`src/hdl/dppi_fifo.sv`:
```
// small register queue used between the front and back and on the result side
module dppi_fifo #(
  parameter int WIDTH = 8,
  parameter int DEPTH = 4,
  localparam int PTR_W = (DEPTH > 1) ? $clog2(DEPTH) : 1,
  localparam int CNT_W = $clog2(DEPTH + 1)
) (
  input  logic             clk,
  input  logic             rst,
  input  logic             push,
  input  logic [WIDTH-1:0] wdata,
  output logic             full,
  input  logic             pop,
  output logic [WIDTH-1:0] rdata,
  output logic             empty,
  output logic [CNT_W-1:0] count
);

  logic [WIDTH-1:0] mem [DEPTH];
  logic [PTR_W-1:0] rd_ptr;
  logic [PTR_W-1:0] wr_ptr;
  logic             do_push;
  logic             do_pop;

  assign full    = (count == CNT_W'(DEPTH));
  assign empty   = (count == '0);
  assign do_push = push && !full;
  assign do_pop  = pop && !empty;
  assign rdata   = mem[rd_ptr];

  always_ff @(posedge clk) begin
    if (rst) begin
      rd_ptr <= '0;
      wr_ptr <= '0;
      count  <= '0;
    end else begin
      if (do_push) begin
        wr_ptr <= (wr_ptr == PTR_W'(DEPTH - 1)) ? '0 : wr_ptr + 1'b1;
      end
      if (do_pop) begin
        rd_ptr <= (rd_ptr == PTR_W'(DEPTH - 1)) ? '0 : rd_ptr + 1'b1;
      end
      case ({do_push, do_pop})
        2'b10:   count <= count + 1'b1;
        2'b01:   count <= count - 1'b1;
        default: count <= count;
      endcase
    end
  end

  always_ff @(posedge clk) begin
    if (do_push) begin
      mem[wr_ptr] <= wdata;
    end
  end

endmodule

```
`config.mk`:
```
export PLATFORM = sky130hd
export DESIGN_NAME = dppi_fifo
export DESIGN_NICKNAME = d
export VERILOG_FILES = /design/src/hdl/dppi_fifo.sv
export SDC_FILE = /design/constraint.sdc
export NUM_CORES = 1
export LEC_CHECK = 0
export ABC_AREA = 0
export BUFFER_PORTS_ARGS = -buffer_cell sky130_fd_sc_hd__buf_2
export CAP_MARGIN = 20
export CORE_ASPECT_RATIO = 1.1
export CORE_UTILIZATION = 45
export DETAILED_ROUTE_END_ITERATION = 12
export GPL_ROUTABILITY_DRIVEN = 0
export MAX_ROUTING_LAYER = met4
export PLACE_DENSITY = 0.77
export SLEW_MARGIN = 20
export SYNTH_ARGS = -nofsm -noshare
export SYNTH_HDL_FRONTEND = slang
export SYNTH_SLANG_ARGS = --single-unit
```
`constraint.sdc`:
```
create_clock -name clk -period 2.9 [get_ports clk]
set_input_delay 0.58 -clock clk [delete_from_list [all_inputs] [get_ports clk]]
set_output_delay 0.58 -clock clk [all_outputs]
set_load 0.05 [all_outputs]
```
==> results.yml, run 1 <==
sta:
  worstMarginPinSlew_ps: 569.9
  tns_ps: 0
  min_period_over_period_pct: 88.77
  grt_setup_unrepaired: "no"
  slew_headroom_pct: 61.95
  skew_ps: 9.871
  whs_ps: 455.2
  hold_viol_final: 0
  finalCriticalPeriod_ps: 2574
  setup_slack_ps: 325.5
  setup_viol: 0
  clock.fmax_mhz: 388.4
  slew_viol_final: 0
logic_synthesis:
  ys_warn_count: 0
  synth_seq_area_share_pct: 69.25
  synth_mux_area_share_pct: 11.54
  synth_area_um2: 1648
  synth_cell_types: 27
  synthCells: 96
  synth-simple-area-share_pct: 5.923
  synth-xor-area-share_pct: 1.063
  synth_top_family_by_area: "multiplexers"
  synth-compound-area-share_pct: 3.189
  synthAdderAreaFrac_pct: 5.771
  synthesis.nets: 115
  ys_ff_latch: 41
  synth.avg_cell_area_um2: 17.16
floorplanning:
  boundaryPins: 25
  start_util_pct: 48.28
  core_area_um2: 3413
  row_count: 22
  die_h_um: 65.47
  die_w_um: 59.70
  dieArea_um2: 3908
setup_path:
  end_kind: "flip-flop"
  crit-reg2reg-launch: "count[2]"
  critical_path_required_ps: 3170
  critPathKind: "reg -> reg"
  cp_slowest_cell: "or3b_1"
  arrival_ps: 2840
  crit_chain: "or3b_1 > and2_4 > inv_1 > ha_1 > inv_1 > fa_1 > xor2_1 > or3_2 > a21oi_1"
  cp-start-kind: "flip-flop"
  r2r_end: "count[2]"
  ff2ff_path_depth: 9
  cp_slowest_stage_delay_ps: 510
  worstPathMaxFanout: 9
  r2r_slack_ps: 330
  crit_top_cell: "inv_1"
status:
  status: "complete, no violations"
global_route:
  grt.total_usage_pct: 14.67
  antenna_found_initial: 0
  grt_pass1_wl_mm: 3.905
  gr-total-overflow: 0
  grt_max_degree: 13
  grt_pass1_vias: 854
layout:
  finalInstanceArea_um2: 1856
  nFillCells: 309
  finalNonFillerCells: 172
  drive_above_1_share_pct: 35.48
  antenna_cells: 0
  area_growth_pct: 12.60
  final_util_pct: 54.36
  final_nets: 142
clock_tree:
  cts_tree: "done"
  cts_hold_buf: 0
  cts_buffers: 5
  clk_pin_slew_ps: 120
  clock_path_buffers: 2
  htreeDepth: 2
  post-cts-setup-buffers: 0
  post_cts_resized: 0
  insertion_delay_ps: 330
  root_buffer: "clkbuf_4"
  clkSinkCount: 41
worst_hold_path:
  hold_depth: 1
  hold_path.class: "in -> reg"
  hp-start: "wdata[5]"
  whs_endpoint: "mem[2][5]"
routing:
  viasPerCell: 5.041
  ant_nets: 0
  via_count: 867
  wl_mm: 2.398
  drt_iter0_drc: 21
  first_pass_iters: 4
  post_drt_wl_per_cell_um: 13.94
  drc: 0
pwr:
  power_mw: 1.675
  ir_drop_mv: 0.9492
  powerDensity_nw_per_um2: 902.7
  p_leak_nw: 0.7044
placed_design:
  dp_hpwl_mm: 1.676
  dpl.cell_count: 164
  dpl_worst_slack_ps: 357.3
  io_buffers: 24
  place_area_um2: 1804
run:
  cap_violations: 0
-- synthesized netlist by cell type --
cell,number,share of area (%)
edfxtp_1,32,58
dfxtp_1,9,11
inv_1,8,1.8
mux4_2,8,11
ha_1,6,4.6
a21oi_1,4,1.2
nor2_1,4,0.91
and3_1,2,0.76
and3_2,2,0.91
nand3_1,2,0.61
nor3_1,2,0.61
xor2_1,2,1.1
a21o_1,1,0.46
and2_4,1,0.53
buf_1,1,0.23
buf_2,1,0.30
buf_6,1,0.68
clkbuf_1,1,0.23
fa_1,1,1.2
mux2i_1,1,0.61
nand2_1,1,0.23
o21ai_0,1,0.30
o31ai_1,1,0.46
o31ai_2,1,0.76
or3_1,1,0.38
or3_2,1,0.46
or3b_1,1,0.53
-- worst max-delay path, delay by kind of cell (launching register included) --
family          cells  cell delay, ps
flops               1             410
simple gates        3            1140
compound gates      1             150
buf+inv             2             110
fa+ha+maj           2             550
xor+xnor            1             170
-- state kept, by name, indices dropped and copies added (netlist names), named ones only --
register	flops
count	3
wr_ptr	2
rd_ptr	2
mem	32
-- per-layer routing --
layer / GRT usage, % / up-vias / wire length [um]
met3: 5.709 / 0 / 140
met4: 3.488 / 0 / 0
met5: - / - / 0
met2: 24.44 / 27 / 1207
met1: 16.49 / 424 / 1050
li1: - / 416 / -
-- how the worst max path moves through the flow --
stage | to | slack (ps) | cells after the start | startpoint
floorplan | count[2] | 180 | 10 | count[2]
global placement | count[2] | 470 | 9 | count[2]
detailed placement | count[2] | 360 | 9 | count[2]
CTS | count[2] | 330 | 9 | count[2]
global route | count[2] | 150 | 9 | count[2]
finish | count[2] | 330 | 9 | count[2]
-- kinds of logic after synthesis --
group           Yosys count
simple gates             17
flops                    41
buf+inv                  12
xor+xnor                  2
fa+ha+maj                 7
mux                       9
compound gates            8
-- where the power goes --
group	internal, mW	total [mW]	switching [mW]
Clock	0.0925	0.260	0.167
Combinational	0.200	0.630	0.430
Sequential	0.713	0.786	0.0722
-- final cells by class --
| cell class | instances | area (um^2) | share of cell area, % |
|---|---|---|---|
| Tap cell | 48 | 60.06 | 3.237 |
| Multi-Input combinational cell | 43 | 452.9 | 24.41 |
| Inverter | 8 | 30.03 | 1.618 |
| Timing Repair Buffer | 24 | 120.1 | 6.473 |
| Clock buffer | 6 | 41.29 | 2.225 |
| Clock inverter | 2 | 10.01 | 0.5394 |
| Sequential cell | 41 | 1141 | 61.50 |
-- layout by cell type, fill, tap and decap left out, types with 4 or more instances in the layout --
cell type and instances:
ha_1 6, buf_2 24, inv_1 8, edfxtp_1 32
mux4_2 8, clkbuf_4 5, dfxtp_1 9, nor2_1 4
a21oi_1 4
Note: power is estimated with default switching activity, not from simulation.
==> run 2: changes to the inputs <==
- clock period: 2.9 -> 3.03 ns (I/O delays scaled with it)
==> results.yml, run 2 (same netlist as run 1, synthesis figures left out) <==
run:
  cap_violations: 0
global_route:
  grt_pass1_vias: 934
  antenna_found_initial: 0
  grt_max_degree: 14
  gr-total-overflow: 0
  grt_pass1_wl_mm: 4.236
  grt.total_usage_pct: 15.90
sta:
  slew_viol_final: 0
  setup_slack_ps: 436.2
  hold_viol_final: 0
  min_period_over_period_pct: 85.60
  worstMarginPinSlew_ps: 552.4
  setup_viol: 0
  tns_ps: 0
  clock.fmax_mhz: 385.5
  grt_setup_unrepaired: "no"
  finalCriticalPeriod_ps: 2594
  skew_ps: 7.652
  slew_headroom_pct: 63.13
floorplanning:
  boundaryPins: 25
  start_util_pct: 48.28
  die_h_um: 65.47
  row_count: 22
  die_w_um: 59.70
  dieArea_um2: 3908
  core_area_um2: 3413
setup_path:
  crit_chain: "or3b_1 > and2_4 > inv_1 > ha_1 > inv_1 > fa_1 > xor2_1 > or3_2 > a21oi_1"
  cp_num_buf_inv: 2
  cp_slowest_stage_delay_ps: 500
  path_depth: 9
  ff2ff_path_depth: 9
  crit_top_cell: "inv_1"
  arrival_ps: 2870
  critPathKind: "reg -> reg"
  cp-start-kind: "flip-flop"
  cp_slowest_cell: "or3b_1"
  end_kind: "flip-flop"
  worstPathMaxFanout: 9
  critical_path_required_ps: 3300
  path_delay_family: "simple AND/OR/NAND/NOR gates"
placed_design:
  dp_hpwl_mm: 1.756
  dpl_worst_slack_ps: 467.2
  place_area_um2: 1804
  io_buffers: 24
  dpl.cell_count: 164
layout:
  finalInstanceArea_um2: 1859
  drive_above_1_share_pct: 36.29
  final_nets: 142
  reg.largest.list: "mem: 32 flops, count: 3 flops"
  antenna_cells: 0
  largest_reg_flops: 32
  registers.top_by_ff_count: "mem"
  final_cell_mix: "32 x edfxtp_1, 24 x buf_2, 9 x dfxtp_1"
  mostFrequentLayoutCell: "edfxtp_1"
  nFillCells: 306
  finalNonFillerCells: 172
  area_growth_pct: 12.83
routing:
  post_drt_wl_per_cell_um: 14.60
  first_pass_iters: 4
  viasPerCell: 5.105
  drt_iter0_drc: 30
  via_count: 878
  drc: 0
  ant_nets: 0
  wl_mm: 2.512
clock_tree:
  post_cts_resized: 0
  cts_tree: "done"
  cts_hold_buf: 0
  htreeDepth: 2
  insertion_delay_ps: 340
  clkSinkCount: 41
  root_buffer: "clkbuf_4"
  post-cts-setup-buffers: 0
  clock_path_buffers: 2
  cts_buffers: 5
  clk_pin_slew_ps: 110
pwr:
  ir_drop_mv: 0.6430
  powerDensity_nw_per_um2: 872.2
  p_leak_nw: 0.7034
status:
  status: "complete, no violations"
worst_hold_path:
  hold_path.class: "in -> reg"
  hold_depth: 1
[run 2: cell count changes in the layout (fill, tap and decap cells not counted)]
| cell | delta |
|---|---|
| clkbuf_1 | -1 |
| clkinvlp_4 | +1 |
[run 2: area by class of cell]
class                   instances  area (um^2)  share of cell area (%)
clock buffers                   5        37.54                   2.019
flip-flops and latches         41         1141                   61.37
well taps                      48        60.06                   3.230
clock inverters                 3        17.52                  0.9421
repair buffers                 24        120.1                   6.460
inverters                       8        30.03                   1.615
multi-input cells              43        452.9                   24.36
[run 2: routing by layer]
metal / part of all wire [%] / track usage, %
met1: 42 / 17.89
met2: 51 / 26.11
met3: 5.1 / 3.937
met4: 2.2 / 7.849
met5: 0 / -
[run 2: metrics by stage]
stage          hold slack, ps  power [mW]  utilization, %
2_1_floorplan           463.4       1.251               -
3_3_place_gp            473.9       1.353           52.86
3_5_place_dp            497.1       1.382           52.86
4_1_cts                 463.5       1.638           54.47
5_1_grt                 457.1       1.710           54.47
6_report                473.6       1.622           54.47
[run 2: power by group]
part | internal [mW] | total, mW | switching, mW | leakage, nW
sequential | 0.683 | 0.752 | 0.0691 | 0.367
clock | 0.0876 | 0.256 | 0.169 | 0.0310
combinational | 0.193 | 0.613 | 0.420 | 0.305
[run 2: final timing paths]
path / end / from / slack (ps)
max: count[2] / count[2] / 440
min: mem[1][5] / wdata[5] / 470
max reg2reg: count[2] / count[2] / 440
min reg2reg: rd_ptr[0] / rd_ptr[0] / 500
==> run 3: changes to the inputs <==
--- a/config.mk
+++ b/config.mk
@@ -11,2 +11,3 @@
 export CORE_ASPECT_RATIO = 1.1
+export CORE_MARGIN = 3
 export CORE_UTILIZATION = 45
==> constraint.sdc (replaced) <==
create_clock -name clk -period 3.03 [get_ports clk]
set_input_delay 0 -clock clk [delete_from_list [all_inputs] [get_ports clk]]
set_output_delay 0 -clock clk [all_outputs]
set_load 0.05 [all_outputs]
==> results.yml, run 3 (same netlist as run 1, synthesis figures left out) <==
layout:
  final_cell_mix: "32 x edfxtp_1, 24 x buf_2, 10 x dlygate4sd3_1"
  area_growth_pct: 20.43
  drive_above_1_share_pct: 32.84
  registers.top_by_ff_count: "mem"
  largest_reg_flops: 32
  reg.largest.list: "mem: 32 flops, count: 3 flops"
  antenna_cells: 0
  mostFrequentLayoutCell: "edfxtp_1"
  final_util_pct: 58.14
  final_nets: 152
clock_tree:
  root_buffer: "clkbuf_4"
  clkSinkCount: 41
  insertion_delay_ps: 330
  cts_buffers: 5
  clk_pin_slew_ps: 110
  clock_path_buffers: 2
  htreeDepth: 2
  cts_tree: "done"
global_route:
  grt_max_degree: 13
  grt.total_usage_pct: 13.96
  grt_pass1_wl_mm: 4.422
  grt_pass1_vias: 949
  antenna_found_initial: 0
  gr-total-overflow: 0
setup_path:
  critPathKind: "reg -> reg"
  path_delay_family: "simple AND/OR/NAND/NOR gates"
  crit_chain: "or3b_1 > and2_4 > inv_1 > ha_1 > inv_1 > fa_1 > xor2_1 > or3_2 > a21oi_1"
  critical_path_required_ps: 3300
  cp_num_buf_inv: 2
  crit_top_cell: "inv_1"
  arrival_ps: 2930
  cp_slowest_cell: "or3b_1"
  end_kind: "flip-flop"
  worstPathMaxFanout: 9
  cp-start-kind: "flip-flop"
  cp_slowest_stage_delay_ps: 500
sta:
  clock.fmax_mhz: 375.8
  skew_ps: 7.075
  slew_headroom_pct: 64.13
  min_period_over_period_pct: 87.83
  tns_ps: 0
  worstMarginPinSlew_ps: 533.5
  grt_setup_unrepaired: "no"
  finalCriticalPeriod_ps: 2661
  setup_viol: 0
  hold_viol_final: 0
  slew_viol_final: 0
  whs_ps: 85.50
floorplanning:
  start_util_pct: 48.28
  dieArea_um2: 4425
  die_w_um: 63.70
  boundaryPins: 25
  die_h_um: 69.47
  row_count: 22
  core_area_um2: 3413
routing:
  ant_nets: 0
  post_drt_wl_per_cell_um: 15.08
  viasPerCell: 5.005
  drt_iter0_drc: 47
  wl_mm: 2.745
  drc: 0
  via_count: 911
  first_pass_iters: 2
placed_design:
  dp_hpwl_mm: 1.799
  io_buffers: 24
pwr:
  ir_drop_mv: 0.8654
  powerDensity_nw_per_um2: 859.4
  p_leak_nw: 0.7579
status:
  status: "complete, no violations"
run:
  cap_violations: 0
worst_hold_path:
  hold_path.class: "in -> reg"
## run 3: metal layers
| layer | vias up | share of wire, % | routed length [um] | track usage [%] |
|---|---|---|---|---|
| li1 | 434 | - | - | - |
| met1 | 448 | 43 | 1167 | 15.33 |
| met2 | 24 | 53 | 1455 | 23.67 |
| met3 | 5 | 3.6 | 98 | 4.862 |
| met4 | 0 | 0.84 | 23 | 4.317 |
| met5 | - | 0 | 0 | - |
## run 3: layout make-up
class	instances	area [um^2]
multi-input cells	43	452.9
fillers	289	1429
repair buffers	34	220.2
inverters	8	30.03
flip-flops and latches	41	1141
well taps	48	60.06
clock buffers	8	80.08
## run 3: path summary, 6_finish.rpt
check	endpoint	depth (start not counted)	slack, ps	start
setup reg to reg	count[2]	9	370	count[2]
hold reg to reg	rd_ptr[0]	2	530	rd_ptr[0]
hold / removal	rd_ptr[0]	4	90	pop
setup / recovery	count[2]	9	370	count[2]
## run 3: power by group
| group | switching [mW] | total, mW | internal [mW] | leakage (nW) |
|---|---|---|---|---|
| sequential | 0.0694 | 0.752 | 0.683 | 0.367 |
| combinational | 0.424 | 0.625 | 0.201 | 0.347 |
| clock | 0.164 | 0.328 | 0.164 | 0.0437 |
| total | 0.658 | 1.71 | 1.05 | 0.758 |
## run 3: per-stage QoR
step / power (mW) / area, um^2 / setup slack (ps) / cells
2_1_floorplan: 1.251 / 1648 / 313.7 / 96
3_3_place_gp: 1.356 / 1804 / 604.5 / 164
3_5_place_dp: 1.383 / 1804 / 476.9 / 164
4_1_cts: 1.721 / 1984 / 365.2 / 182
5_1_grt: 1.788 / 1984 / 280.7 / 182
6_report: 1.705 / 1984 / 368.9 / 182
## run 3: worst register-to-register path: stages, from the launching register on
cell and delay [ps]:
dfxtp_1 420, or3b_1 500, and2_4 220, inv_1 60, ha_1 200, inv_1 70, fa_1 380, xor2_1 170
or3_2 430, a21oi_1 150
## run 3: repair_timing
action	CTS	global route
setup buffers	0	0
endpoints found under the hold margin	41	0
hold buffers	10	0
resized for setup	0	0
