<file path="src/hdl/dppi_pkg.sv">
// shared constants, types and a helper function of the power integrator
package dppi_pkg;

  localparam int MAX_FREQ_DEF = 1024;
  localparam int ACC_W        = 23;
  localparam int PWR_W        = 8;
  localparam int BYTE_W       = 8;
  localparam int NF_W         = 11;
  localparam int FPI_W        = 16;
  localparam int CFG_DATA_W   = 16;
  localparam int MID_DEPTH    = 4;
  localparam int OUT_DEPTH    = 4;

  localparam logic [NF_W-1:0]  NF_RESET  = NF_W'(1024);
  localparam logic [FPI_W-1:0] FPI_RESET = FPI_W'(8192);

  typedef enum logic [0:0] {
    CFG_CHAN_COUNT = 1'b0,
    CFG_FRAMES     = 1'b1
  } cfg_idx_t;

  typedef struct packed {
    logic first;
    logic last_frame;
    logic last_chan;
  } item_ctrl_t;

  function automatic logic [PWR_W-1:0] nibble_power(input logic [BYTE_W-1:0] b);
    logic signed [4:0] re;
    logic signed [4:0] im;
    logic signed [9:0] re_sq;
    logic signed [9:0] im_sq;
    logic signed [9:0] sum;
    re    = $signed({1'b0, b[7:4]}) - 5'sd8;
    im    = $signed({1'b0, b[3:0]}) - 5'sd8;
    re_sq = re * re;
    im_sq = im * im;
    sum   = re_sq + im_sq;
    return sum[PWR_W-1:0];
  endfunction

endpackage

</file>
<file path="src/hdl/dppi_front.sv">
// front end: config registers, channel and frame counters, sample power
module dppi_front #(
  parameter int MAX_FREQ = dppi_pkg::MAX_FREQ_DEF,
  localparam int CH_W = (MAX_FREQ > 1) ? $clog2(MAX_FREQ) : 1
) (
  input  logic                                clk,
  input  logic                                rst,
  input  logic                                cfg_valid,
  input  dppi_pkg::cfg_idx_t                  cfg_index,
  input  logic [dppi_pkg::CFG_DATA_W-1:0]     cfg_data,
  output logic                                cfg_ready,
  input  logic                                push,
  input  logic [dppi_pkg::BYTE_W-1:0]         x_byte,
  input  logic [dppi_pkg::BYTE_W-1:0]         y_byte,
  input  logic                                q_full,
  output logic                                q_push,
  output logic [CH_W-1:0]                     q_ch,
  output logic [dppi_pkg::PWR_W-1:0]          q_px,
  output logic [dppi_pkg::PWR_W-1:0]          q_py,
  output dppi_pkg::item_ctrl_t                q_ctrl
);

  localparam int NF_W  = dppi_pkg::NF_W;
  localparam int FPI_W = dppi_pkg::FPI_W;
  localparam int CMP_W = ((NF_W > CH_W + 1) ? NF_W : CH_W + 1) + 1;

  logic [NF_W-1:0]  chan_total;
  logic [FPI_W-1:0] frames_per_integration;
  logic [CH_W-1:0]  chan;
  logic [FPI_W-1:0] frame;

  logic [CMP_W-1:0] nf_eff;
  logic [CMP_W-1:0] ch_plus;
  logic [FPI_W-1:0] fpi_eff;
  logic [FPI_W:0]   frame_plus;
  logic             last_chan;
  logic             last_frame;
  logic             accept;

  assign cfg_ready = 1'b1;
  assign accept    = push && !q_full;

  always_comb begin
    if (chan_total == '0) begin
      nf_eff = CMP_W'(1);
    end else if (CMP_W'(chan_total) > CMP_W'(MAX_FREQ)) begin
      nf_eff = CMP_W'(MAX_FREQ);
    end else begin
      nf_eff = CMP_W'(chan_total);
    end
    fpi_eff    = (frames_per_integration == '0) ? FPI_W'(1) : frames_per_integration;
    ch_plus    = CMP_W'(chan) + CMP_W'(1);
    frame_plus = {1'b0, frame} + (FPI_W + 1)'(1);
    last_chan  = (ch_plus >= nf_eff);
    last_frame = (frame_plus >= {1'b0, fpi_eff});
  end

  assign q_push            = accept;
  assign q_ch              = chan;
  assign q_px              = dppi_pkg::nibble_power(x_byte);
  assign q_py              = dppi_pkg::nibble_power(y_byte);
  assign q_ctrl.first      = (frame == '0);
  assign q_ctrl.last_frame = last_frame;
  assign q_ctrl.last_chan  = last_chan;

  always_ff @(posedge clk) begin
    if (rst) begin
      chan_total             <= dppi_pkg::NF_RESET;
      frames_per_integration <= dppi_pkg::FPI_RESET;
    end else if (cfg_valid && cfg_ready) begin
      unique case (cfg_index)
        dppi_pkg::CFG_CHAN_COUNT: chan_total             <= cfg_data[NF_W-1:0];
        dppi_pkg::CFG_FRAMES:     frames_per_integration <= cfg_data[FPI_W-1:0];
        default: ;
      endcase
    end
  end

  always_ff @(posedge clk) begin
    if (rst) begin
      chan  <= '0;
      frame <= '0;
    end else if (accept) begin
      if (last_chan) begin
        chan  <= '0;
        frame <= last_frame ? '0 : frame_plus[FPI_W-1:0];
      end else begin
        chan <= chan + 1'b1;
      end
    end
  end

endmodule

</file>
<file path="config.mk">
export PLATFORM = sky130hd
export DESIGN_NAME = dppi_front
export DESIGN_NICKNAME = d
export VERILOG_FILES = /design/src/hdl/dppi_pkg.sv /design/src/hdl/dppi_front.sv
export SDC_FILE = /design/constraint.sdc
export NUM_CORES = 1
export LEC_CHECK = 0
export ABC_AREA = 1
export BUFFER_PORTS_ARGS = -buffer_cell sky130_fd_sc_hd__buf_2
export CORE_MARGIN = 8
export CORE_UTILIZATION = 60
export CTS_CLUSTER_DIAMETER = 120
export DETAILED_ROUTE_END_ITERATION = 10
export PLACE_DENSITY = 0.92
export SYNTH_ARGS = -nofsm -noshare
export SYNTH_HDL_FRONTEND = slang
export SYNTH_SLANG_ARGS = --single-unit
export TNS_END_PERCENT = 10
</file>
<file path="constraint.sdc">
create_clock -name clk -period 11.1 [get_ports clk]
set_input_delay 1.665 -clock clk [delete_from_list [all_inputs] [get_ports clk]]
set_output_delay 1.665 -clock clk [all_outputs]
set_load 0.02 [all_outputs]
</file>
==> results.yml, run 1 <==
grt:
  largest_net_degree_at_the_start_of_global_routing: 31
  wire_length_of_the_first_global_routing_pass_mm: 20.9
  antenna_violations_before_repair: 0
  remaining_global_route_overflow: 0
  track_usage_pct: 19.6
  number_of_global_route_vias_before_repair: 4884
yosys:
  synth.cell_area_um2: 5540
  mapped_cells: 749
  yosys.area.top_type_share_pct: 19.1
  yosysUniqueCellTypes: 37
  synth_top_area_cell: "sky130_fd_sc_hd__dfxtp_1"
  synth_ff_type: "sky130_fd_sc_hd__dfxtp_1"
  synthTopCellsByCount: "sky130_fd_sc_hd__inv_1, sky130_fd_sc_hd__nand2_1, sky130_fd_sc_hd__ha_1"
  synth_async_sr_flop_share_pct: 0
  synth_enable_flop_cells: 0
  synth_warnings: 0
  sequential_cell_area_fraction_in_the_yosys_report_pct: 19.1
  synthesized_area_per_cell_um2: 7.40
  top_area_cells_in_the_synthesized_netlist: "sky130_fd_sc_hd__dfxtp_1, sky130_fd_sc_hd__ha_1, sky130_fd_sc_hd__fa_1"
  synth.most_common_cell: "sky130_fd_sc_hd__inv_1"
  synth-seq-cells: 53
  synth_nets: 902
routing:
  remaining_drc_errors: 0
  number_of_drc_markers_in_iteration_0: 211
  drt-pass1-iter-count: 4
  wirelength_mm: 12.0
  route.vias.total: 4797
  final_antenna_net_count: 0
  vias_per_cell: 5.24
  wl_per_cell_um: 13.2
outcome:
  run_status: "complete, no violations"
timing:
  finalClockSkew_ns: 0.00756
  hold_viol: 0
  max_slew.worst_pin.slew_ns: 0.763
  final_critical_path_time_including_i_o_delays_and_setup_ns: 8.16
  finalSetupViolCount: 0
  setup-tns-final_ns: 0
  setup_repair_after_global_routing_missed_its_margin: "no"
  worst_hold_slack_ns: 0.489
  finalWorstSetupSlack_ns: 2.94
  slew-limit-headroom_pct: 49.0
  max_slew_violation_count: 0
  finalCritPeriodShare_pct: 73.5
  fmax_ghz: 0.123
place:
  dpl_worst_slack_ns: 3.00
  dp.final_hpwl_mm: 9.97
  gp_routability_congestion: 0.895
  port_buffers: 67
die:
  placement_rows: 35
  core_um2: 9110
  die-height_um: 112
  dieArea_um2: 12600
  ioPinCount: 69
  start_util_pct: 60.9
  chipWidth_um: 112
critical_path:
  crit_arrival_ns: 6.50
  timing.setup.critical_path_class: "input pin to primary output"
  worst_path_largest_cell_delay_ns: 0.55
  cp.depth: 19
  required_time_at_the_endpoint_of_the_critical_path_ns: 9.44
  crit_fanout: 6
  crit_chain: "buf_2 > nand2_1 > inv_1 > nor3_1 > ha_1 > inv_1 > fa_1 > fa_1 > fa_1 > inv_1 > fa_1 > inv_1 > fa_1 > o21ai_0 > xor2_1 > xnor2_1 > xor2_1 > inv_1 > buf_2"
  critPathSlowestCell: "sky130_fd_sc_hd__fa_1"
  startpoint_type: "input pin"
  cpLargestDelayFamily: "adder cells"
  cp.buffers_inverters: 7
  worstSetupEndpointType: "primary output"
  reg2reg_depth: 16
clock_tree:
  cts_hold_repair.buffers: 0
  cts_num_sinks: 53
  cts_tree: "done"
  post_cts.resized_instances: 0
  setup_fix_buffers_added_after_clock_tree_synthesis: 0
  clock-root-buffer: "sky130_fd_sc_hd__clkbuf_8"
  clock_latency_ns: 0.32
  cts_made_buffers: 5
  path_clk_slew_ns: 0.10
  ctsLongestPathBuffers: 2
  htree_levels: 2
final_layout:
  flow.area_growth_from_synthesis_pct: 8.96
  fillerInstances: 796
  number_of_nets_in_the_finished_design: 957
  finish.utilization_pct: 66.3
  num_antenna_cells: 0
  layout-drive-gt1-share_pct: 11.4
hold_path:
  min_delay_path_depth: 2
  timing.hold.worst.class: "register to register"
power_and_ir_drop:
  powerDensity_nw_per_um2: 148
  worst_vdd_rail_ir_drop_mv: 0.194
  p_leak_nw: 3.20
run:
  drv_cap: 0
==> sequential cells by signal, summed over array words and instances, names as in the netlist <==
name                    flops
q_ch                       10
frame                      16
chan_total                 11
frames_per_integration     16
==> report_power, final <==
group          internal (W)  switching, W  leakage (nW)
Clock             0.0000692     0.0000703        0.0603
Sequential         0.000197    0.00000441         0.433
Combinational      0.000213      0.000339          2.71
==> cell type report <==
| class | count | area (µm²) | area share [%] |
|---|---|---|---|
| clock buffer | 5 | 68.8 | 1.14 |
| clock inverter | 3 | 50.0 | 0.829 |
| inverter | 156 | 586 | 9.69 |
| multi-input combinational | 521 | 3800 | 62.9 |
| sequential | 53 | 1060 | 17.6 |
| tap | 111 | 139 | 2.30 |
| timing repair buffer | 67 | 335 | 5.55 |
==> metrics by stage <==
stage,std cells,power [W],instance area [µm²]
6_report,916,0.000894,6040
2_1_floorplan,749,0.000615,5540
3_5_place_dp,908,0.000765,5920
4_1_cts,916,0.000904,6040
3_3_place_gp,908,0.000741,5920
5_1_grt,916,0.000976,6040
==> metal layers <==
metal | up-vias | share of wire [%] | GRT usage, %
met5 | - | 0 | 0
li1 | 2457 | - | -
met1 | 2226 | 44 | 23.4
met4 | 0 | 0.86 | 3.33
met2 | 99 | 51 | 36.0
met3 | 15 | 4.1 | 3.60
==> path summary, 6_finish.rpt <==
| kind | from | endpoint | slack [ns] |
|---|---|---|---|
| worst max-delay path | x_byte[1] | q_px[7] | 2.94 |
| worst min-delay path | frames_per_integration[2] | frames_per_integration[2] | 0.49 |
| worst max register to register | q_ch[0] | frame[11] | 7.88 |
| worst min register to register | frames_per_integration[2] | frames_per_integration[2] | 0.49 |
==> tightest hold or removal path: cells and delay by family, from the launching register on <==
kind                   cells  cell delay [ns]
AOI/OAI and AO/OA          1             0.06
buffers and inverters      1             0.07
DFF                        1             0.32
==> layout by cell type, fill, tap and decap left out, types with 3 or more instances in the layout <==
cell,n
sky130_fd_sc_hd__ha_1,79
sky130_fd_sc_hd__nand2_1,124
sky130_fd_sc_hd__buf_2,67
sky130_fd_sc_hd__inv_1,154
sky130_fd_sc_hd__clkbuf_8,5
sky130_fd_sc_hd__dfxtp_1,53
sky130_fd_sc_hd__nand3_1,14
sky130_fd_sc_hd__nor2_2,3
sky130_fd_sc_hd__xnor2_1,13
sky130_fd_sc_hd__nor3_1,8
sky130_fd_sc_hd__nor4_1,6
sky130_fd_sc_hd__nor2_1,68
sky130_fd_sc_hd__o21ai_0,32
sky130_fd_sc_hd__nand4_1,20
sky130_fd_sc_hd__nor3_2,3
sky130_fd_sc_hd__xor2_1,36
sky130_fd_sc_hd__nand2_2,5
sky130_fd_sc_hd__a21oi_1,57
sky130_fd_sc_hd__fa_1,36
==> kinds of logic (layout without fill, tap and decap cells) <==
family,Yosys count,count (layout),share of synthesized area [%]
AO/OA/AOI/OAI,98,98,9.28
XOR/XNOR,50,50,8.03
adder cells (fa/ha/maj),115,115,30.8
buffers and inverters,175,231,12.3
flip-flops,53,53,19.1
other,1,1,0.0676
AND/OR/NAND/NOR,257,257,20.4
(Power assumes the default switching activity.)
==> run 2: changes to the inputs <==
==> constraint.sdc (replaced) <==
create_clock -name clk -period 7.8 [get_ports clk]
set_input_delay 1.17 -clock clk [delete_from_list [all_inputs] [get_ports clk]]
set_output_delay 1.17 -clock clk [all_outputs]
set_load 0.02 [all_outputs]
==> results.yml, run 2 (synthesis results as in run 1) <==
timing:
  max_slew_violation_count: 0
  finalSetupViolCount: 0
  slew-limit-headroom_pct: 49.2
  finalCritPeriodShare_pct: 91.2
  fmax_ghz: 0.141
  setup_repair_after_global_routing_missed_its_margin: "no"
  finalClockSkew_ns: 0.0169
  final_critical_path_time_including_i_o_delays_and_setup_ns: 7.11
  setup-tns-final_ns: 0
  max_slew.worst_pin.slew_ns: 0.761
  worst_hold_slack_ns: 0.492
  hold_viol: 0
place:
  placedInstanceArea_um2: 5920
  dp.final_hpwl_mm: 9.93
  port_buffers: 67
  gp_routability_congestion: 0.897
critical_path:
  worstSetupEndpointType: "primary output"
  startpoint_type: "input pin"
  timing.setup.critical_path_class: "input pin to primary output"
  reg2reg_setup_slack_ns: 4.57
  critPathSlowestCell: "sky130_fd_sc_hd__fa_1"
  worst_path_largest_cell_delay_ns: 0.55
  required_time_at_the_endpoint_of_the_critical_path_ns: 6.63
  crit-reg2reg-launch: "q_ch[0]"
  reg2reg_depth: 17
  crit_arrival_ns: 5.94
  crit_chain: "buf_2 > nand2_1 > inv_1 > nor3_1 > ha_1 > inv_1 > fa_1 > fa_1 > fa_1 > inv_1 > fa_1 > inv_1 > fa_1 > o21ai_0 > xor2_1 > xnor2_1 > xor2_1 > inv_1 > buf_2"
  crit-reg2reg-capture: "frame[2]"
  crit_fanout: 6
routing:
  final_antenna_net_count: 0
  vias_per_cell: 5.20
  drt-pass1-iter-count: 4
  wirelength_mm: 12.0
  wl_per_cell_um: 13.1
  remaining_drc_errors: 0
  number_of_drc_markers_in_iteration_0: 210
  route.vias.total: 4766
hold_path:
  timing.hold.worst.class: "register to register"
  min_delay_path_depth: 2
  hold_path_startpoint: "frames_per_integration[10]"
  hold_end: "frames_per_integration[10]"
grt:
  wire_length_of_the_first_global_routing_pass_mm: 20.6
  largest_net_degree_at_the_start_of_global_routing: 31
  track_usage_pct: 19.2
  remaining_global_route_overflow: 0
  antenna_violations_before_repair: 0
  number_of_global_route_vias_before_repair: 4734
clock_tree:
  clock-root-buffer: "sky130_fd_sc_hd__clkbuf_8"
  post_cts.resized_instances: 0
  cts_num_sinks: 53
  setup_fix_buffers_added_after_clock_tree_synthesis: 0
  ctsLongestPathBuffers: 2
  cts_hold_repair.buffers: 0
  cts_tree: "done"
  path_clk_slew_ns: 0.11
  htree_levels: 2
  clock_latency_ns: 0.32
  cts_made_buffers: 5
final_layout:
  final_common_cell: "sky130_fd_sc_hd__inv_1"
  number_of_nets_in_the_finished_design: 957
  flow.area_growth_from_synthesis_pct: 8.60
  most-common-layout-cells: "sky130_fd_sc_hd__inv_1, sky130_fd_sc_hd__nand2_1, sky130_fd_sc_hd__ha_1"
  stdcell_area_um2: 6020
  layout-drive-gt1-share_pct: 11.4
  num_antenna_cells: 0
  biggestRegsByFlops: "frame x16, frames_per_integration x16, chan_total x11"
power_and_ir_drop:
  p_clk_share_pct: 13.7
  total_switching_power_w: 0.000586
  share_seq_of_total_power_pct: 23.1
  p_leak_nw: 3.19
  power.share.combinational_pct: 63.2
  powerDensity_nw_per_um2: 206
  power.switching_fraction_pct: 47.1
  worst_vdd_rail_ir_drop_mv: 0.269
  intPower_w: 0.000657
outcome:
  run_status: "complete, no violations"
die:
  chipWidth_um: 112
  ioPinCount: 69
  dieArea_um2: 12600
  start_util_pct: 60.9
  placement_rows: 35
  die-height_um: 112
  core_um2: 9110
run:
  drv_cap: 0
[run 2: changes by cell type in the layout (fill, tap and decap cells not counted)]
| cell | delta |
|---|---|
| sky130_fd_sc_hd__inv_8 | -1 |
| sky130_fd_sc_hd__clkbuf_8 | +1 |
| sky130_fd_sc_hd__clkinvlp_4 | +1 |
| sky130_fd_sc_hd__bufinv_16 | -1 |
| sky130_fd_sc_hd__clkinv_4 | -1 |
| sky130_fd_sc_hd__inv_6 | +1 |
[run 2: per-layer routing]
metal / vias to the layer above / share of wire, % / track usage [%]
li1: 2454 / - / -
met1: 2194 / 44 / 22.7
met2: 104 / 51 / 35.8
met3: 14 / 4.2 / 2.90
met4: 0 / 1.0 / 3.96
met5: - / 0 / 0
[run 2: stage by stage]
stage,utilization [%],power [W],std cells,setup WS [ns]
floorplan,-,0.000876,749,1.17
global placement,65.0,0.00105,908,0.768
detailed placement,65.0,0.00109,908,0.667
CTS,66.1,0.00125,916,0.659
global route,66.1,0.00135,916,0.325
finish,66.1,0.00124,916,0.686
[run 2: area by class of cell]
class                      count  area [µm²]
multi-input combinational    521        3800
clock buffer                   6        82.6
inverter                     156         586
fill                         811        3090
clock inverter                 2        16.3
timing repair buffer          67         335
sequential                    53        1060
tap                          111         139
[run 2: worst max path at each step]
stage / from / to / slack, ns / cells after the start
floorplan: x_byte[3] / q_px[7] / 1.17 / 16
global placement: x_byte[1] / q_px[7] / 0.77 / 19
detailed placement: x_byte[1] / q_px[7] / 0.67 / 19
CTS: x_byte[1] / q_px[7] / 0.66 / 19
global route: x_byte[1] / q_px[7] / 0.33 / 19
finish: x_byte[1] / q_px[7] / 0.69 / 19
[run 2: critical path, delay by kind of cell]
family	cells	cell delay, ns
adder cells (fa/ha/maj)	6	2.84
buffers and inverters	7	0.60
AO/OA/AOI/OAI	1	0.29
XOR/XNOR	3	0.53
AND/OR/NAND/NOR	2	0.51
[run 2: power groups by stage]
stage / clock (W) / combinational, W / sequential [W]
floorplan: 0 / 0.000583 / 0.000292
global placement: 0 / 0.000761 / 0.000293
detailed placement: 0 / 0.000793 / 0.000293
CTS: 0.000171 / 0.000797 / 0.000287
global route: 0.000181 / 0.000885 / 0.000288
finish: 0.000171 / 0.000785 / 0.000287
==> run 3: changes to the inputs <==
--- a/config.mk
+++ b/config.mk
@@ -7,10 +7,10 @@
 export LEC_CHECK = 0
 export ABC_AREA = 1
 export BUFFER_PORTS_ARGS = -buffer_cell sky130_fd_sc_hd__buf_2
-export CORE_MARGIN = 8
 export CORE_UTILIZATION = 60
 export CTS_CLUSTER_DIAMETER = 120
 export DETAILED_ROUTE_END_ITERATION = 10
+export MAX_ROUTING_LAYER = met4
 export PLACE_DENSITY = 0.92
 export SYNTH_ARGS = -nofsm -noshare
 export SYNTH_HDL_FRONTEND = slang
==> results.yml, run 3 (synthesis results as in run 1) <==
place:
  dp.final_hpwl_mm: 9.39
  gp_routability_congestion: 0.891
  dpl_worst_slack_ns: 0.675
  port_buffers: 67
power_and_ir_drop:
  p_leak_nw: 3.19
  power.share.combinational_pct: 63.6
  power.switching_fraction_pct: 47.0
  share_seq_of_total_power_pct: 23.4
  powerDensity_nw_per_um2: 204
  intPower_w: 0.000649
  worst_vdd_rail_ir_drop_mv: 0.237
  total_switching_power_w: 0.000576
  p_clk_share_pct: 13.0
critical_path:
  crit_arrival_ns: 5.95
  worstSetupEndpointType: "primary output"
  crit_chain: "buf_2 > nand2_1 > inv_1 > nor3_1 > ha_1 > inv_1 > fa_1 > fa_1 > fa_1 > inv_1 > fa_1 > inv_1 > fa_1 > o21ai_0 > xor2_1 > xnor2_1 > xor2_1 > inv_1 > buf_2"
  timing.setup.critical_path_class: "input pin to primary output"
  crit_fanout: 6
  required_time_at_the_endpoint_of_the_critical_path_ns: 6.63
  startpoint_type: "input pin"
  critPathSlowestCell: "sky130_fd_sc_hd__fa_1"
  worst_path_largest_cell_delay_ns: 0.57
clock_tree:
  cts_tree: "done"
  clock-root-buffer: "sky130_fd_sc_hd__clkbuf_8"
  cts_made_buffers: 5
  htree_levels: 2
  clock_latency_ns: 0.32
  cts_hold_repair.buffers: 0
  ctsLongestPathBuffers: 2
  setup_fix_buffers_added_after_clock_tree_synthesis: 0
  post_cts.resized_instances: 0
  path_clk_slew_ns: 0.10
  cts_num_sinks: 53
timing:
  max_slew.worst_pin.slew_ns: 0.780
  setup_repair_after_global_routing_missed_its_margin: "no"
  finalWorstSetupSlack_ns: 0.682
  finalCritPeriodShare_pct: 91.3
  finalClockSkew_ns: 0.00634
  max_slew_violation_count: 0
  setup-tns-final_ns: 0
  hold_viol: 0
  slew-limit-headroom_pct: 47.9
  fmax_ghz: 0.140
  final_critical_path_time_including_i_o_delays_and_setup_ns: 7.12
  finalSetupViolCount: 0
outcome:
  failing_checks: "DRC"
  run_status: "finished, violations left"
final_layout:
  number_of_nets_in_the_finished_design: 957
  layout-drive-gt1-share_pct: 11.3
  final_common_cell: "sky130_fd_sc_hd__inv_1"
  finish.utilization_pct: 67.9
  most-common-layout-cells: "sky130_fd_sc_hd__inv_1, sky130_fd_sc_hd__nand2_1, sky130_fd_sc_hd__ha_1"
  flow.area_growth_from_synthesis_pct: 8.35
  biggestRegsByFlops: "frame x16, frames_per_integration x16, chan_total x11"
  fillerInstances: 760
routing:
  wirelength_mm: 11.4
  vias_per_cell: 5.30
  remaining_drc_errors: 2
  number_of_drc_markers_in_iteration_0: 173
  drt-pass1-iter-count: 8
  final_antenna_net_count: 0
  route.vias.total: 4840
  wl_per_cell_um: 12.5
grt:
  wire_length_of_the_first_global_routing_pass_mm: 20.2
  number_of_global_route_vias_before_repair: 4692
  largest_net_degree_at_the_start_of_global_routing: 31
  remaining_global_route_overflow: 0
  track_usage_pct: 26.1
  antenna_violations_before_repair: 1
die:
  ioPinCount: 69
  start_util_pct: 62.7
  chipWidth_um: 98.1
  placement_rows: 34
  die-height_um: 98.1
  core_um2: 8850
  dieArea_um2: 9630
run:
  drv_cap: 0
hold_path:
  timing.hold.worst.class: "register to register"
run 3: cell count changes in the layout (fill, tap and decap cells not counted):
cell | before | now
sky130_fd_sc_hd__clkbuf_8 | 6 | 5
sky130_fd_sc_hd__diode_2 | 0 | 1
sky130_fd_sc_hd__clkinvlp_4 | 1 | 0
sky130_fd_sc_hd__clkinv_2 | 0 | 1
sky130_fd_sc_hd__clkbuf_1 | 0 | 1
run 3: routing by layer:
layer  track usage (%)  up-vias  part of all wire (%)
met5                 -        -                     0
met2              44.4      134                    49
met3              3.51       25                   4.3
li1                  -     2460                     -
met4              8.39        0                   2.1
met1              32.0     2221                    45
run 3: power groups by stage:
| stage | Sequential [W] | Combinational [W] | Clock (W) |
|---|---|---|---|
| after global routing | 0.000288 | 0.000866 | 0.000175 |
| after CTS | 0.000287 | 0.000787 | 0.000161 |
| after floorplan | 0.000292 | 0.000583 | 0 |
| after detailed placement | 0.000293 | 0.000782 | 0 |
| after global placement | 0.000293 | 0.000755 | 0 |
| final | 0.000287 | 0.000779 | 0.000159 |
run 3: worst paths after layout:
kind                                   start                    endpoint  slack (ns)  cells past startpoint
setup / recovery                   x_byte[1]                     q_px[7]        0.68                     19
hold / removal    frames_per_integration[11]  frames_per_integration[11]        0.49                      2
setup reg to reg                     q_ch[0]                    frame[7]        4.65                     16
hold reg to reg   frames_per_integration[11]  frames_per_integration[11]        0.49                      2
run 3: cell type report:
type | instances | area (µm²) | area share, %
antenna | 1 | 2.50 | 0.0417
clock buffer | 6 | 72.6 | 1.21
clock inverter | 2 | 13.8 | 0.229
inverter | 156 | 586 | 9.75
multi-input combinational | 521 | 3800 | 63.3
sequential | 53 | 1060 | 17.7
tap | 108 | 135 | 2.25
timing repair buffer | 67 | 335 | 5.58
run 3: worst max-delay path: cells and delay by family:
family | cells | cell delay (ns)
AND/OR/NAND/NOR | 2 | 0.50
AO/OA/AOI/OAI | 1 | 0.30
XOR/XNOR | 3 | 0.52
buffers and inverters | 7 | 0.58
adder cells (fa/ha/maj) | 6 | 2.87
run 3: metrics by stage:
step / instance area [µm²] / hold WS (ns) / power (W) / std cells
6_report: 6010 / 0.490 / 0.00122 / 914
5_1_grt: 6010 / 0.508 / 0.00133 / 914
4_1_cts: 6000 / 0.489 / 0.00123 / 913
3_5_place_dp: 5920 / 0.475 / 0.00107 / 905
3_3_place_gp: 5920 / 0.467 / 0.00105 / 905
2_1_floorplan: 5540 / 0.447 / 0.000876 / 749
